===== config.mk =====
export PLATFORM = sky130hd
export DESIGN_NAME = date_day_count
export DESIGN_NICKNAME = d
export VERILOG_FILES = /design/src/hw/rtl/ddc_pkg.sv /design/src/hw/rtl/date_day_count.sv
export SDC_FILE = /design/constraint.sdc
export NUM_CORES = 1
export LEC_CHECK = 0
export ABC_AREA = 1
export CORE_UTILIZATION = 51
export DETAILED_ROUTE_END_ITERATION = 10
export DONT_BUFFER_PORTS = 1
export PLACE_DENSITY_LB_ADDON = 0.08
export SLEW_MARGIN = 5
export SYNTH_ARGS = -nofsm -noshare
export SYNTH_HDL_FRONTEND = slang
export SYNTH_SLANG_ARGS = --single-unit

===== constraint.sdc =====
create_clock -name clk -period 6.58 [get_ports clk]
set_clock_uncertainty 0.2 [all_clocks]
set_input_delay 0.658 -clock clk [delete_from_list [all_inputs] [get_ports clk]]
set_output_delay 0.658 -clock clk [all_outputs]
set_load 0.03 [all_outputs]

===== src/hw/rtl/ddc_pkg.sv =====
package ddc_pkg;

    localparam int DAY_W   = 5;
    localparam int MONTH_W = 4;
    localparam int YEAR_W  = 12;
    localparam int CENT_W  = 6;   // year / 100 for a 12-bit year
    localparam int LEAP_W  = 10;  // leap years in 1..year
    localparam int BASE_W  = 21;  // 365 * year
    localparam int DOY_W   = 9;   // days before month
    localparam int ORD_W   = 21;  // day ordinal
    localparam int DAYS_W  = 20;
    localparam int LEAPS_W = 9;

    localparam int IN_DATA_W  = 48;
    localparam int OUT_DATA_W = 32;

    localparam logic [MONTH_W-1:0] MONTH_JAN = 4'd1;
    localparam logic [MONTH_W-1:0] MONTH_FEB = 4'd2;
    localparam logic [MONTH_W-1:0] MONTH_DEC = 4'd12;

    // 1/25 scaled by 2^15, exact for quotients below 1024
    localparam int RECIP25     = 1311;
    localparam int RECIP_SHIFT = 15;

    localparam logic [DAYS_W-1:0]  DAYS_MAX  = '1;
    localparam logic [LEAPS_W-1:0] LEAPS_MAX = '1;

    typedef struct packed {
        logic [DAY_W-1:0]   sd;
        logic [MONTH_W-1:0] sm;
        logic [YEAR_W-1:0]  sy;
        logic [DAY_W-1:0]   ed;
        logic [MONTH_W-1:0] em;
        logic [YEAR_W-1:0]  ey;
        logic [CENT_W-1:0]  cent_s;
        logic [CENT_W-1:0]  cent_e;
        logic [CENT_W-1:0]  cent_sm1;
        logic [CENT_W-1:0]  cent_em1;
    } s1_t;

    typedef struct packed {
        logic               date_ok;
        logic               count_ok;
        logic [BASE_W-1:0]  base_s;
        logic [BASE_W-1:0]  base_e;
        logic [LEAP_W-1:0]  lu_s;
        logic [LEAP_W-1:0]  lu_e;
        logic [DOY_W-1:0]   doy_s;
        logic [DOY_W-1:0]   doy_e;
        logic               feb_s;
        logic               feb_e;
        logic [DAY_W-1:0]   sd;
        logic [DAY_W-1:0]   ed;
    } s2_t;

    typedef struct packed {
        logic               date_ok;
        logic               count_ok;
        logic [ORD_W-1:0]   ord_s;
        logic [ORD_W-1:0]   ord_e;
        logic [LEAP_W-1:0]  leaps;
    } s3_t;

    function automatic logic [CENT_W-1:0] div100(input logic [YEAR_W-1:0] y);
        logic [YEAR_W-3:0]     q4;
        logic [YEAR_W+8:0]     prod;
        begin
            q4   = y[YEAR_W-1:2];
            prod = 21'(q4) * 21'(RECIP25);
            div100 = prod[RECIP_SHIFT +: CENT_W];
        end
    endfunction

    function automatic logic is_leap(input logic [YEAR_W-1:0] y,
                                     input logic [CENT_W-1:0] c);
        logic [YEAR_W:0] hundreds;
        begin
            hundreds = 13'(c) * 13'd100;
            is_leap  = (y[1:0] == 2'b00) &&
                       ((13'(y) != hundreds) || (c[1:0] == 2'b00));
        end
    endfunction

    function automatic logic [LEAP_W-1:0] leaps_upto(input logic [YEAR_W-1:0] n,
                                                     input logic [CENT_W-1:0] c);
        begin
            leaps_upto = LEAP_W'(n[YEAR_W-1:2]) - LEAP_W'(c) + LEAP_W'(c[CENT_W-1:2]);
        end
    endfunction

    function automatic logic [DAY_W-1:0] month_len(input logic [MONTH_W-1:0] m);
        begin
            case (m)
                4'd4, 4'd6, 4'd9, 4'd11: month_len = 5'd30;
                MONTH_FEB:               month_len = 5'd28;
                default:                 month_len = 5'd31;
            endcase
        end
    endfunction

    function automatic logic [DOY_W-1:0] days_before(input logic [MONTH_W-1:0] m);
        begin
            case (m)
                4'd2:    days_before = 9'd31;
                4'd3:    days_before = 9'd59;
                4'd4:    days_before = 9'd90;
                4'd5:    days_before = 9'd120;
                4'd6:    days_before = 9'd151;
                4'd7:    days_before = 9'd181;
                4'd8:    days_before = 9'd212;
                4'd9:    days_before = 9'd243;
                4'd10:   days_before = 9'd273;
                4'd11:   days_before = 9'd304;
                4'd12:   days_before = 9'd334;
                default: days_before = 9'd0;
            endcase
        end
    endfunction

endpackage


===== src/hw/rtl/date_day_count.sv =====
// Each accepted request passes through four registered stages to the master side.
// Throughput: one request per cycle; the four stages hold their contents
// while the master side stalls and fill any bubble ahead of a stalled stage.
// Reset: rst_n clears every stage valid bit at once; data registers are not
// reset.
module date_day_count #(
    parameter int YEAR_LIMIT = 2100
) (
    input  logic                           clk,
    input  logic                           rst_n,
    input  logic                           s_axis_tvalid,
    output logic                           s_axis_tready,
    // start_day[4:0], start_month[8:5], start_year[20:9],
    // end_day[25:21], end_month[29:26], end_year[41:30], zero fill [47:42]
    input  logic [ddc_pkg::IN_DATA_W-1:0]  s_axis_tdata,
    output logic                           m_axis_tvalid,
    input  logic                           m_axis_tready,
    // elapsed_days[19:0], leap_years_passed[28:20], zero fill [31:29]
    output logic [ddc_pkg::OUT_DATA_W-1:0] m_axis_tdata,
    // valid_res[0]
    output logic                           m_axis_tuser
);
    import ddc_pkg::*;

    // Stage valid bits and per-stage enables. A stage loads when it is empty
    // or when the stage after it moves on.
    logic v1_reg, v2_reg, v3_reg, v4_reg;
    logic en1, en2, en3, en4;

    assign en4 = !v4_reg || m_axis_tready;
    assign en3 = !v3_reg || en4;
    assign en2 = !v2_reg || en3;
    assign en1 = !v1_reg || en2;

    assign s_axis_tready = en1;
    assign m_axis_tvalid = v4_reg;

    always_ff @(posedge clk or negedge rst_n)
    begin
        if (!rst_n)
        begin
            v1_reg <= 1'b0;
            v2_reg <= 1'b0;
            v3_reg <= 1'b0;
            v4_reg <= 1'b0;
        end
        else
        begin
            if (en1) v1_reg <= s_axis_tvalid;
            if (en2) v2_reg <= v1_reg;
            if (en3) v3_reg <= v2_reg;
            if (en4) v4_reg <= v3_reg;
        end
    end

    // ------------------------------------------------------------------
    // Stage 1: unpack, clamp the end month, divide the four years of
    // interest by 100 with a reciprocal multiply.
    // ------------------------------------------------------------------
    s1_t s1_reg, s1_next;
    logic [YEAR_W-1:0] in_sy, in_ey, in_sym1, in_eym1;
    logic [MONTH_W-1:0] in_em;

    always_comb
    begin
        in_sy   = s_axis_tdata[20:9];
        in_ey   = s_axis_tdata[41:30];
        in_em   = s_axis_tdata[29:26];
        in_sym1 = in_sy - YEAR_W'(1);
        in_eym1 = in_ey - YEAR_W'(1);

        // an end month of zero counts as January, past December as December
        if (in_em < MONTH_JAN)
            in_em = MONTH_JAN;
        else if (in_em > MONTH_DEC)
            in_em = MONTH_DEC;

        s1_next.sd       = s_axis_tdata[4:0];
        s1_next.sm       = s_axis_tdata[8:5];
        s1_next.sy       = in_sy;
        s1_next.ed       = s_axis_tdata[25:21];
        s1_next.em       = in_em;
        s1_next.ey       = in_ey;
        s1_next.cent_s   = div100(in_sy);
        s1_next.cent_e   = div100(in_ey);
        s1_next.cent_sm1 = div100(in_sym1);
        s1_next.cent_em1 = div100(in_eym1);
    end

    always_ff @(posedge clk)
    begin
        if (en1)
            s1_reg <= s1_next;
    end

    // ------------------------------------------------------------------
    // Stage 2: leap flags, leap counts up to the year before, the 365-day
    // year base, days before month, the start date check and the order test.
    // ------------------------------------------------------------------
    s2_t s2_reg, s2_next;
    logic leap_s, leap_e, month_ok, end_early;
    logic [DAY_W-1:0] mlen;
    logic [YEAR_W-1:0] sym1, eym1;

    always_comb
    begin
        sym1   = s1_reg.sy - YEAR_W'(1);
        eym1   = s1_reg.ey - YEAR_W'(1);
        leap_s = is_leap(s1_reg.sy, s1_reg.cent_s);
        leap_e = is_leap(s1_reg.ey, s1_reg.cent_e);

        month_ok = s1_reg.sm inside {[MONTH_JAN:MONTH_DEC]};
        mlen     = (s1_reg.sm == MONTH_FEB && leap_s) ? 5'd29 : month_len(s1_reg.sm);

        end_early = (s1_reg.ey < s1_reg.sy) ||
                    (s1_reg.ey == s1_reg.sy && s1_reg.em < s1_reg.sm) ||
                    (s1_reg.ey == s1_reg.sy && s1_reg.em == s1_reg.sm &&
                     s1_reg.ed < s1_reg.sd);

        s2_next.date_ok  = (s1_reg.sy != '0) &&
                           ({1'b0, s1_reg.sy} < (YEAR_W+1)'(YEAR_LIMIT)) &&
                           month_ok && (s1_reg.sd != '0) && (s1_reg.sd <= mlen);
        s2_next.count_ok = !end_early;
        s2_next.base_s   = BASE_W'(sym1) * BASE_W'(365);
        s2_next.base_e   = BASE_W'(eym1) * BASE_W'(365);
        s2_next.lu_s     = leaps_upto(sym1, s1_reg.cent_sm1);
        s2_next.lu_e     = leaps_upto(eym1, s1_reg.cent_em1);
        s2_next.doy_s    = days_before(s1_reg.sm);
        s2_next.doy_e    = days_before(s1_reg.em);
        s2_next.feb_s    = (s1_reg.sm > MONTH_FEB) && leap_s;
        s2_next.feb_e    = (s1_reg.em > MONTH_FEB) && leap_e;
        s2_next.sd       = s1_reg.sd;
        s2_next.ed       = s1_reg.ed;
    end

    always_ff @(posedge clk)
    begin
        if (en2)
            s2_reg <= s2_next;
    end

    // ------------------------------------------------------------------
    // Stage 3: assemble both day ordinals and the leap year difference.
    // ------------------------------------------------------------------
    s3_t s3_reg, s3_next;

    always_comb
    begin
        s3_next.date_ok  = s2_reg.date_ok;
        s3_next.count_ok = s2_reg.date_ok && s2_reg.count_ok;
        s3_next.ord_s    = s2_reg.base_s + ORD_W'(s2_reg.lu_s) + ORD_W'(s2_reg.doy_s) +
                           ORD_W'(s2_reg.feb_s) + ORD_W'(s2_reg.sd);
        s3_next.ord_e    = s2_reg.base_e + ORD_W'(s2_reg.lu_e) + ORD_W'(s2_reg.doy_e) +
                           ORD_W'(s2_reg.feb_e) + ORD_W'(s2_reg.ed);
        s3_next.leaps    = s2_reg.lu_e - s2_reg.lu_s;
    end

    always_ff @(posedge clk)
    begin
        if (en3)
            s3_reg <= s3_next;
    end

    // ------------------------------------------------------------------
    // Stage 4: subtract, saturate, zero the counts for a failed check or an
    // end date ahead of the start, and hold the result for the master side.
    // ------------------------------------------------------------------
    logic [ORD_W-1:0]   diff;
    logic [DAYS_W-1:0]  days_next, days_reg;
    logic [LEAPS_W-1:0] leaps_next, leaps_reg;
    logic               ok_reg;

    always_comb
    begin
        diff       = s3_reg.ord_e - s3_reg.ord_s;
        days_next  = (diff > ORD_W'(DAYS_MAX)) ? DAYS_MAX : diff[DAYS_W-1:0];
        leaps_next = (s3_reg.leaps > LEAP_W'(LEAPS_MAX)) ? LEAPS_MAX :
                     s3_reg.leaps[LEAPS_W-1:0];
        if (!s3_reg.count_ok)
        begin
            days_next  = '0;
            leaps_next = '0;
        end
    end

    always_ff @(posedge clk)
    begin
        if (en4)
        begin
            days_reg  <= days_next;
            leaps_reg <= leaps_next;
            ok_reg    <= s3_reg.date_ok;
        end
    end

    assign m_axis_tdata = {(OUT_DATA_W-DAYS_W-LEAPS_W)'(0), leaps_reg, days_reg};
    assign m_axis_tuser = ok_reg;

endmodule


==> summary.txt <==
Status
  • Status: finished clean

Worst setup path
  • Startpoint types: register
  • Reg2reg path depth: 20
  • Setup CP Type: reg -> reg
  • CP arrival: slightly above 6000 ps
  • CP Max Fanout: 7
  • Reg-to-reg endpoint: s2_reg[88]
  • Critical path data required time: 6750 ps
  • Critical path endpoint: s2_reg[88]
  • Reg-to-reg slack, setup: 640 ps
  • Crit path capture type: register
  • CP startpoint: s1_reg[45]
  • Crit Reg-Reg Startpoint: s1_reg[45]

Logic synthesis
  • Post-synth EDFFs: 244
  • Cells after Synth: 3,089
  • Sequential area share after synthesis: 0.260
  • Main synth FF type: edfxtp_1
  • Mapped Area: 28,500 um2
  • Yosys Warn Count: 0
  • Synthesized flop and latch total: 248
  • Yosys cell types: 57
  • Syn Area/Cell: 9.23 um2
  • Post-synth ARST share: 0.0161

Clocking
  • Clock tree buffer depth: 3
  • Clk slew on worst S/H paths: around 60 ps
  • CTS Buf Count: 28
  • CTS H-tree depth: 1
  • # hold bufs at CTS: 42
  • Post-CTS setup repair buffer count: 0
  • Skew-Pair Late Insertion Delay: 560 ps
  • CTS Sinks: 248
  • CTS Root Cell: clkbuf_16
  • TritonCTS clock tree: built
  • Total of cells resized after clock tree synthesis: 0

Place
  • Placed inst area: between 20,000 and 30,000 um2
  • Placed insts: 3,836
  • I/O Buffers: 0
  • Final GP Congestion: 0.890
  • Detailed placement HPWL: 54.1 mm
  • Dpl ws: 456 ps

Global routing
  • Grt total ovfl: 0
  • First-pass GRT wire length: 104 mm
  • Largest net degree at the start of global routing: between 90 and 100
  • Antenna violations before repair: 2
  • Vias in the first global route: 20,793
  • Global-route usage over all layers: 0.229

Timing
  • Setup_tns: 0 ps
  • Tcrit/Tclk final: 0.902
  • Post-route minimum period: 5940 ps
  • Setup ws final: roughly 640 ps
  • Final Max Tran Viols: 0
  • Setup violators final: 0
  • Least-Margin Pin Slew: 719 ps
  • Unrepaired setup endpoints after global routing: false
  • Rel. slew slack: 0.521
  • Max Clock Freq: ~0.17 GHz
  • Hold Vio Cnt, Final: 0

Hold path
  • Hold Path Class: in -> reg
  • Hold wc startpoint: s_axis_tdata[26]

Finish
  • Post-Layout Cell Count: about 3,900
  • Layout area overhead: 8.20%
  • Max reg flops: 94
  • Post-route cell area: 30,900 um2
  • Commonest non-fill, non-tap cell in the layout: inv_1
  • Most frequent cells in the layout: inv_1, ha_1, nand2_1, edfxtp_1, fa_1
  • Fraction of layout cells with a size suffix above 1: 0.0396
  • Nets: between 3,000 and 4,000

Drt
  • DRC: 0
  • Antenna Nets Post-Route: 0
  • DR vias: 20,107
  • Detailed Route WL: 63.1 mm
  • DR iter-0 viols: 926
  • Detail-routed via count per cell: 5.11
  • Drt pass-1 iters: 5
  • Drt wl/cell: about 16 um

Floorplan
  • Row cnt: 86
  • CORE AREA: 55,200 um2
  • Initial Util: 0.517
  • Chip Width: 238 um
  • Ports: 87
  • DIE AREA: between 50,000 and 60,000 um2
  • Die Y: 238 um

Flow run
  • Max Cap Viol: 0
-- synth_stat cells, types with 28 or more instances --
library cell    n  area, um2
a21oi_1       181        906
edfxtp_1      244       7330
fa_1          204       4080
ha_1          563       7040
inv_1         612       2300
nand2_1       465       1750
nand2_2        30        188
nand3_1       121        606
nand4_1        45        282
nor2_1        177        664
nor3_1         28        140
o21ai_0        76        380
xnor2_1        50        438
xor2_1        119       1040
-- worst min-delay path by stage --
stage / endpoint / slack [ps] / depth (start not counted)
global route: s1_reg[36] / 80 / 1
global placement: m_axis_tvalid / 160 / 0
CTS: s1_reg[36] / 80 / 2
floorplan: m_axis_tvalid / 160 / 0
detailed placement: m_axis_tvalid / 160 / 0
finish: s1_reg[36] / 100 / 2
-- critical path, cell delays in order (launching register included) --
cell and delay, ps:
edfxtp_1 480, inv_1 380, ha_1 430, nand2_2 130
nor2_4 140, xor2_1 290, inv_1 150, ha_1 380
fa_1 570, inv_1 50, fa_1 450, fa_1 510
inv_1 40, ha_1 350, nand2_1 90, nor2_1 210
nand4_1 120, o21ai_0 360, nand2_1 100, nand2_1 90
xor2_1 230
-- metal layers --
metal | routed length (um) | share of wire | track usage
met5 | 13 | 0.00021 | 0
met4 | 1730 | 0.027 | 0.0643
met3 | 1700 | 0.027 | 0.0186
met2 | 31100 | 0.49 | 0.417
met1 | 28500 | 0.45 | 0.291
-- cell type report --
class / instances / area [um2]
clock buffer: 33 / 741
sequential: 248 / 7430
inverter: 621 / 2330
fill: 4931 / 24300
timing repair buffer: 52 / 520
tap: 748 / 936
antenna: 1 / 2.50
multi-input combinational: 2209 / 18700
clock inverter: 19 / 208
-- kinds of logic (layout without fill, tap and decap cells) --
group	count (synthesis)	after routing	share of synthesized area
AOI/OAI and AO/OA	352	352	0.0694
buffers and inverters	634	725	0.0847
other	1	4	0.000131
xor gates and xnor gates	174	174	0.0551
DFF	248	248	0.260
and+or+nand+nor	913	913	0.140
adders and majority gates	767	767	0.390
-- through the flow --
stage | util | hold slack, ps
2_1_floorplan | - | 162
3_3_place_gp | 0.534 | 163
3_5_place_dp | 0.534 | 163
4_1_cts | 0.559 | 75.9
5_1_grt | 0.559 | 82.5
6_report | 0.559 | 102
Power is not shown: default switching activity piles up to over one toggle a cycle in this logic, so the estimate is an artifact.
